===== config.mk =====
export PLATFORM = sky130hd
export DESIGN_NAME = vbrc_div
export DESIGN_NICKNAME = d
export VERILOG_FILES = /design/src/rtl/core/assert_macros.svh /design/src/rtl/core/vbrc_pkg.sv /design/src/rtl/core/vbrc_div.sv
export SDC_FILE = /design/constraint.sdc
export NUM_CORES = 1
export LEC_CHECK = 0
export BUFFER_PORTS_ARGS = -buffer_cell sky130_fd_sc_hd__buf_4
export CAP_MARGIN = 20
export CORE_ASPECT_RATIO = 0.5
export CORE_MARGIN = 1
export CORE_UTILIZATION = 41
export CTS_CLUSTER_SIZE = 25
export DETAILED_ROUTE_END_ITERATION = 12
export PLACE_DENSITY = 0.73
export SLEW_MARGIN = 5
export SYNTH_ARGS = -nofsm -noshare
export SYNTH_HDL_FRONTEND = slang
export SYNTH_SLANG_ARGS = --single-unit

===== constraint.sdc =====
create_clock -name clk_i -period 4.9 [get_ports clk_i]
set_input_delay 0 -clock clk_i [delete_from_list [all_inputs] [get_ports clk_i]]
set_output_delay 0 -clock clk_i [all_outputs]
set_load 0.005 [all_outputs]

===== src/rtl/core/assert_macros.svh =====
// Assertion macros shared by the RTL of the vblank reference clock.
// Depends on nothing; the synthesis build defines SYNTH to drop the checks.
`ifndef ASSERT_MACROS_SVH
`define ASSERT_MACROS_SVH
`ifndef SYNTH
// Property must hold at every rising clock edge outside reset
`define VBRC_ASSERT(name, clk, rstn, prop) \
  name: assert property (@(posedge clk) disable iff (!rstn) (prop)) \
    else $error("vbrc assertion failed");
// Expression must never be true outside reset
`define VBRC_NEVER(name, clk, rstn, expr) \
  name: assert property (@(posedge clk) disable iff (!rstn) !(expr)) \
    else $error("vbrc forbidden condition seen");
`else
`define VBRC_ASSERT(name, clk, rstn, prop)
`define VBRC_NEVER(name, clk, rstn, expr)
`endif
`endif


===== src/rtl/core/vbrc_pkg.sv =====
// Types, constants and sequencer states of the vblank reference clock.
// Used by vbrc_div and vblank_reference_clock.
package vbrc_pkg;

  localparam int unsigned VBRC_MAX_CATCHUP   = 64;
  localparam int unsigned VBRC_FRACTION_BITS = 32;

  // Divider: Q40.32 interval quotient is the widest dividend
  localparam int unsigned VBRC_DIV_W = 72;
  localparam int unsigned VBRC_DVS_W = 8;

  // Overdue threshold is 1.3 periods; a period divides by ten as
  // (p * DLY_RECIP) >> 35, exact for every 32-bit p
  localparam logic [31:0] DLY_RECIP = 32'hCCCC_CCCD;

  localparam logic [63:0] SAT63 = 64'h7FFF_FFFF_FFFF_FFFF;

  // Reset values of the configuration registers
  localparam logic [31:0] SYS_FREQ_RST   = 32'd1000000000;
  localparam logic [7:0]  REFRESH_RST    = 8'd60;
  localparam logic [31:0] CLOCK_SPEED_RST = 32'h0100_0000;

  typedef enum logic [2:0] {
    CFG_SYS_FREQ    = 3'd0,
    CFG_REFRESH     = 3'd1,
    CFG_CLOCK_SPEED = 3'd2,
    CFG_USE_VBLANK  = 3'd3,
    CFG_OFFSET      = 3'd4
  } cfg_idx_e;

  typedef enum logic [4:0] {
    ST_IDLE,
    ST_MUL,
    ST_IV_GO,
    ST_IV_WAIT,
    ST_ADV_MUL,
    ST_ADV_ADD,
    ST_PER_GO,
    ST_PER_WAIT,
    ST_DLY,
    ST_CATCH,
    ST_DIFF,
    ST_MUL_HI,
    ST_MUL_LO,
    ST_SAT,
    ST_CAND,
    ST_MONO,
    ST_DONE
  } st_e;

  typedef struct packed {
    logic                  start;
    logic [VBRC_DIV_W-1:0] dividend;
    logic [VBRC_DVS_W-1:0] divisor;
  } div_req_t;

  typedef struct packed {
    logic                  done;
    logic [VBRC_DIV_W-1:0] quotient;
  } div_rsp_t;

endpackage


===== src/rtl/core/vbrc_div.sv =====
// Restoring divider, one quotient bit per cycle, for the reference clock.
// Depends on vbrc_pkg for the dividend and divisor widths.
module vbrc_div (
  input  logic               clk_i,
  input  logic               rst_ni,
  input  vbrc_pkg::div_req_t req_i,
  output vbrc_pkg::div_rsp_t rsp_o
);
  import vbrc_pkg::*;

  localparam int unsigned CW = $clog2(VBRC_DIV_W + 1);

  logic [VBRC_DIV_W-1:0] quo_q;
  logic [VBRC_DVS_W-1:0] rem_q, dvs_q, rem_nx;
  logic [CW-1:0]         cnt_q;
  logic                  busy_q, done_q, fits;
  logic [VBRC_DVS_W:0]   trial, diff;

  // Trial subtract of the next partial remainder
  always_comb begin
    trial  = {rem_q, quo_q[VBRC_DIV_W-1]};
    diff   = trial - {1'b0, dvs_q};
    fits   = (trial >= {1'b0, dvs_q});
    rem_nx = fits ? diff[VBRC_DVS_W-1:0] : trial[VBRC_DVS_W-1:0];
  end

  // Shift in one quotient bit per cycle
  always_ff @(posedge clk_i or negedge rst_ni) begin
    if (!rst_ni) begin
      quo_q  <= '0;
      rem_q  <= '0;
      dvs_q  <= '0;
      cnt_q  <= '0;
      busy_q <= 1'b0;
      done_q <= 1'b0;
    end else if (req_i.start) begin
      quo_q  <= req_i.dividend;
      rem_q  <= '0;
      dvs_q  <= req_i.divisor;
      cnt_q  <= CW'(VBRC_DIV_W);
      busy_q <= 1'b1;
      done_q <= 1'b0;
    end else if (busy_q) begin
      quo_q <= {quo_q[VBRC_DIV_W-2:0], fits};
      rem_q <= rem_nx;
      cnt_q <= cnt_q - CW'(1);
      if (cnt_q == CW'(1)) begin
        busy_q <= 1'b0;
        done_q <= 1'b1;
      end
    end else begin
      done_q <= 1'b0;
    end
  end

  assign rsp_o.done     = done_q;
  assign rsp_o.quotient = quo_q;

endmodule


Yosys cells after proc, flatten, opt, wreduce, memory -nomap -nowiden
Cells that the tools add are included.
Operators by class
  $add $sub $neg: 2
  muxes and demuxes: 13
  equality and inequality tests: 2
  reductions and logical operators: 1
  order comparisons: 1
Operators by type and width (number)
  72-bit two-way mux: 2
  8-bit two-way mux: 3
  7-bit two-way mux: 2
  9-bit by 8-bit >= comparator with 1-bit output: 1
  8-bit subtractor: 1
  7-bit by 1-bit == test with 1-bit output, second input constant: 1
  7-bit by 1-bit subtractor with 7-bit output, second input constant: 1
  1-bit two-way mux: 6
  3-bit by 2-bit inequality test with 1-bit output, second input constant: 1
  2-bit nonzero test: 1
Storage, ports and cells
  input bits: 83
  flip-flop bits (word level): 97
  logic and storage cells: 25
  output and inout bits: 73

Longest topological paths before layout
  word-level depth: 4
  gate-level depth with buffers: 9
  gate-level depth less buffers: 9

Least setup slack after synthesis
Ideal clock, no wire load.
  path type: flip-flop to flip-flop
  start point: register quo_q[71]
  end point: register rem_q[6]
  arrival: 1.996 ns
  required time: 4.804 ns
  cell stages (with the launch flop): 9
  buffers on the path: 0
  setup slack: 2.808 ns
  cells stage by stage: dfrtp_1 inv_1 ha_1 fa_1 nand2b_1 a21oi_1 o21ai_0 a311o_1 a311oi_2
Between the ends
  word-level cells in the longest chain between the ends: 4
  elaborated cells on any way between the ends: 5
  classes of those cells: 1 x add/sub; 1 x order compare; 3 x mux
RTL lines
  start, declared: line vbrc_div.sv:13  | logic [VBRC_DIV_W-1:0] quo_q;
  start signal, assigned: line vbrc_div.sv:37  | quo_q <= req_i.dividend;
  start signal, assigned: line vbrc_div.sv:44  | quo_q <= {quo_q[VBRC_DIV_W-2:0], fits};
  8-bit subtractor / 9-bit by 8-bit >= comparator with 1-bit output (equally long branches): line vbrc_div.sv:22, vbrc_div.sv:23
  8-bit two-way mux *: line vbrc_div.sv:24  | rem_nx = fits ? diff[VBRC_DVS_W-1:0] : trial[VBRC_DVS_W-1:0];
  8-bit two-way mux *: line vbrc_div.sv:43  | end else if (busy_q) begin
  8-bit two-way mux *: line vbrc_div.sv:36  | end else if (req_i.start) begin
  end signal, assigned: line vbrc_div.sv:45  | rem_q <= rem_nx;
  end, declared: line vbrc_div.sv:14  | logic [VBRC_DVS_W-1:0] rem_q, dvs_q, rem_nx;
Every way passes the cells marked *; elsewhere a longest branch is shown, timed or not. The select of a mux whose other input is x is not followed.
A chain may end at the register's enable or synchronous reset.

Worst setup path in the final report
  start point: register rem_q[1]
  end point: register rem_q[4]
Between the ends
  word-level cells in the longest chain between the ends: 4
  elaborated cells on any way between the ends: 5
  classes of those cells: 1 x add/sub; 1 x order compare; 3 x mux
RTL lines (line)
  8-bit subtractor / 9-bit by 8-bit >= comparator with 1-bit output (equally long branches): vbrc_div.sv:22, vbrc_div.sv:23
  8-bit two-way mux *: vbrc_div.sv:24
  8-bit two-way mux *: vbrc_div.sv:43
  8-bit two-way mux *: vbrc_div.sv:36
Marked as above.

==> results.yml <==
placement:
  dpl.cell_count: 748
  gp_congestion: 0.832
  dp_slack_ns: 2.66
  detailed_place.area_um2: 6000
  count_of_input_and_output_buffers: 155
  detailedPlacementHpwl_um: 7670
global_routing:
  first_global_vias: 4201
  grt-ovfl-total: 0
  grt_max_degree: 111
  grt_first_pass_wirelength_um: 20300
  antenna_found_initial: 0
  grt_use_total_pct: 21.0
synth:
  synthesis.area_per_instance_um2: 10.0
  ys.flop_type: "sky130_fd_sc_hd__dfrtp_1"
  synth_edf_count: 0
  netlist_instances: 477
  synth-async-reset-ratio_pct: 100
  ys_seq_area_share_pct: 50.9
  synth_seq_cells: 97
  synth.cell_area_um2: 4770
  yosysWarningCount: 0
  synth_nets: 571
  synth_cell_type_count: 44
job:
  drv_cap: 0
setup_path:
  reg2reg_depth: 7
  crit_path_start_kind: "register"
  worstSetupEndpointType: "register"
  worst-endpoint-required_ns: 5.07
  cp.arrival_ns: 2.41
  critical_path.reg2reg.endpoint: "rem_q[4]"
  crit_path_max_fanout: 13
  reg2reg_slack_ns: 2.66
  regToRegStartpoint: "rem_q[1]"
  crit_type: "reg2reg"
floorplan:
  initial_utilization_pct: 42.8
  die_height_um: 78.3
  rows: 27
  die-width_um: 155
  core_um2: 11100
  die_area_um2: 12100
  pin_count: 156
route:
  drt_drc_violations_left: 0
  detail_route.wirelength_um: 12300
  routed-via-count: 4242
  drt_pre_antenna_iters: 4
  vias_per_cell: 5.02
  post_drt_wl_per_cell_um: 14.5
  drtAntennaViolNets: 0
  detailed_router_s_first_iteration_violation_count: 250
timing:
  min_period_ns: 2.24
  maxSlewViolCount: 0
  period_share_pct: 45.8
  timing.final.hold_violations: 0
  tightestPinTransition_ns: 0.955
  finalClockSkew_ns: 0.00456
  hold_ws_ns: 0.169
  finalSetupViolCount: 0
  slew_headroom_pct: 36.3
  rsz0062_at_grt: "false"
  worst_slack_ns: 2.66
  achievable-frequency_mhz: 445
  timing.setup.tns_ns: 0
clocking:
  clock_insertion_delay_worst_skew_ns: 0.34
  cts_root_cell: "sky130_fd_sc_hd__clkbuf_16"
  max-clock-path-buffers: 2
  post_cts.repair.setup_buffers: 0
  cts-buffers-inserted: 9
  cts.reportedPaths.clkPinSlew_ns: 0.06
  clock_sink_count: 97
  htree_num_levels: 3
  cts_tree: "yes"
cells_and_area:
  fillCellCount: 882
  post_route_cells_drive_above_1_share_pct: 25.9
  area_growth_syn_to_layout_pct: 49.6
  diodes: 0
  layout.core_utilization_pct: 64.0
  fin_area_um2: 7130
  stdcell_count: 845
  area.sequential_um2: 2430
  nNetsFinal: 789
  multi_input_comb_area_um2: 2140
worst_hold_path:
  min_delay_worst_endpoint: "cnt_q[4]"
  worstHoldPathCells: 2
  hold_path_startpoint: "req_i[80]"
  timing.hold.worst.class: "in2reg"
outcome:
  outcome: "finished, final reports clean"
pwr:
  cellLeakagePower_nw: 3.81
  fin_total_pwr_mw: 2.45
  irDropWorstVdd_mv: 0.158
  power_density_nw_per_um2: 344
==> synthesized netlist by cell type, drive strengths merged, types with 2 or more instances <==
| library cell | number | area (µm²) |
|---|---|---|
| a21o | 2 | 15.0 |
| dfrtp | 97 | 2430 |
| or2 | 2 | 12.5 |
| buf | 8 | 51.3 |
| xor2 | 2 | 17.5 |
| xnor2 | 5 | 43.8 |
| a211oi | 5 | 37.5 |
| nand2 | 86 | 323 |
| clkbuf | 24 | 90.1 |
| mux2i | 74 | 741 |
| nor3 | 2 | 15.0 |
| nor4 | 2 | 18.8 |
| o21ai | 85 | 425 |
| inv | 15 | 56.3 |
| a311oi | 4 | 41.3 |
| nor2 | 27 | 101 |
| a21oi | 7 | 38.8 |
| nor4b | 2 | 23.8 |
| nand2b | 3 | 18.8 |
| ha | 10 | 125 |
==> where the power goes <==
group	internal (mW)	total, mW	leakage [nW]	switching (mW)
Sequential	0.901	0.989	1.19	0.0873
Combinational	0.374	0.709	2.47	0.335
Clock	0.463	0.757	0.153	0.294
==> worst max-delay path, stage by stage (launching register included) <==
cell and delay, ns:
sky130_fd_sc_hd__dfrtp_1 0.40, sky130_fd_sc_hd__ha_1 0.37, sky130_fd_sc_hd__and4_1 0.21, sky130_fd_sc_hd__a311oi_1 0.34, sky130_fd_sc_hd__o21a_2 0.20, sky130_fd_sc_hd__o31a_4 0.24
sky130_fd_sc_hd__mux2i_1 0.22, sky130_fd_sc_hd__a211oi_1 0.09
==> flip-flops by register name, indices dropped and copies added (netlist names) <==
signal / flops
busy_q: 1
rem_q: 8
cnt_q: 7
done_q: 1
dvs_q: 8
quo_q: 72
==> layout make-up <==
| type | instances | area share [%] |
|---|---|---|
| Sequential cell | 97 | 34.1 |
| Timing Repair Buffer | 239 | 28.0 |
| Clock buffer | 12 | 3.46 |
| Multi-Input combinational cell | 333 | 30.1 |
| Tap cell | 145 | 2.54 |
| Clock inverter | 4 | 1.07 |
| Inverter | 15 | 0.789 |
==> cells by family after synthesis <==
group / Yosys count / synth area share, %
buffers and inverters: 47 / 4.15
muxes: 75 / 15.8
xor gates and xnor gates: 7 / 1.29
adders and majority gates: 11 / 3.04
and+or+nand+nor: 131 / 11.9
AOI/OAI and AO/OA: 109 / 13.0
DFF: 97 / 50.9
==> per-layer routing <==
metal	part of all wire [%]	vias to the layer above	global-route usage (%)	routed length (µm)
li1	-	2075	-	-
met1	42	2051	25.6	5180
met2	52	90	36.9	6400
met3	3.1	26	4.31	380
met4	2.4	0	8.51	298
met5	0	-	0	0
==> how the worst max path moves through the flow <==
stage / cells past startpoint / to / slack [ns] / start
detailed placement: 7 / rem_q[4] / 2.66 / rem_q[1]
global route: 3 / quo_q[63] / 2.50 / busy_q
global placement: 7 / rem_q[4] / 2.74 / rem_q[1]
floorplan: 8 / rem_q[6] / 2.81 / quo_q[71]
finish: 7 / rem_q[4] / 2.66 / rem_q[1]
CTS: 7 / rem_q[4] / 2.66 / rem_q[1]
==> timing repair <==
item / in CTS / in global routing
resized for setup: 0 / 0
hold buffers: 81 / 0
endpoints found under the hold margin: 132 / 0
==> placed cells by master (no fill, tap or decap), drive strengths merged, types with 2 or more instances in the layout <==
| cell type | n |
|---|---|
| a211oi | 5 |
| a21o | 2 |
| a21oi | 7 |
| a311oi | 4 |
| buf | 158 |
| bufinv | 2 |
| clkbuf | 12 |
| dfrtp | 97 |
| dlygate4sd3 | 81 |
| ha | 10 |
| inv | 15 |
| mux2i | 74 |
| nand2 | 86 |
| nand2b | 3 |
| nor2 | 27 |
| nor3 | 2 |
| nor4 | 2 |
| nor4b | 2 |
| o21ai | 85 |
| or2 | 2 |
| xnor2 | 5 |
| xor2 | 2 |
Note: power is estimated with default switching activity, not from simulation.
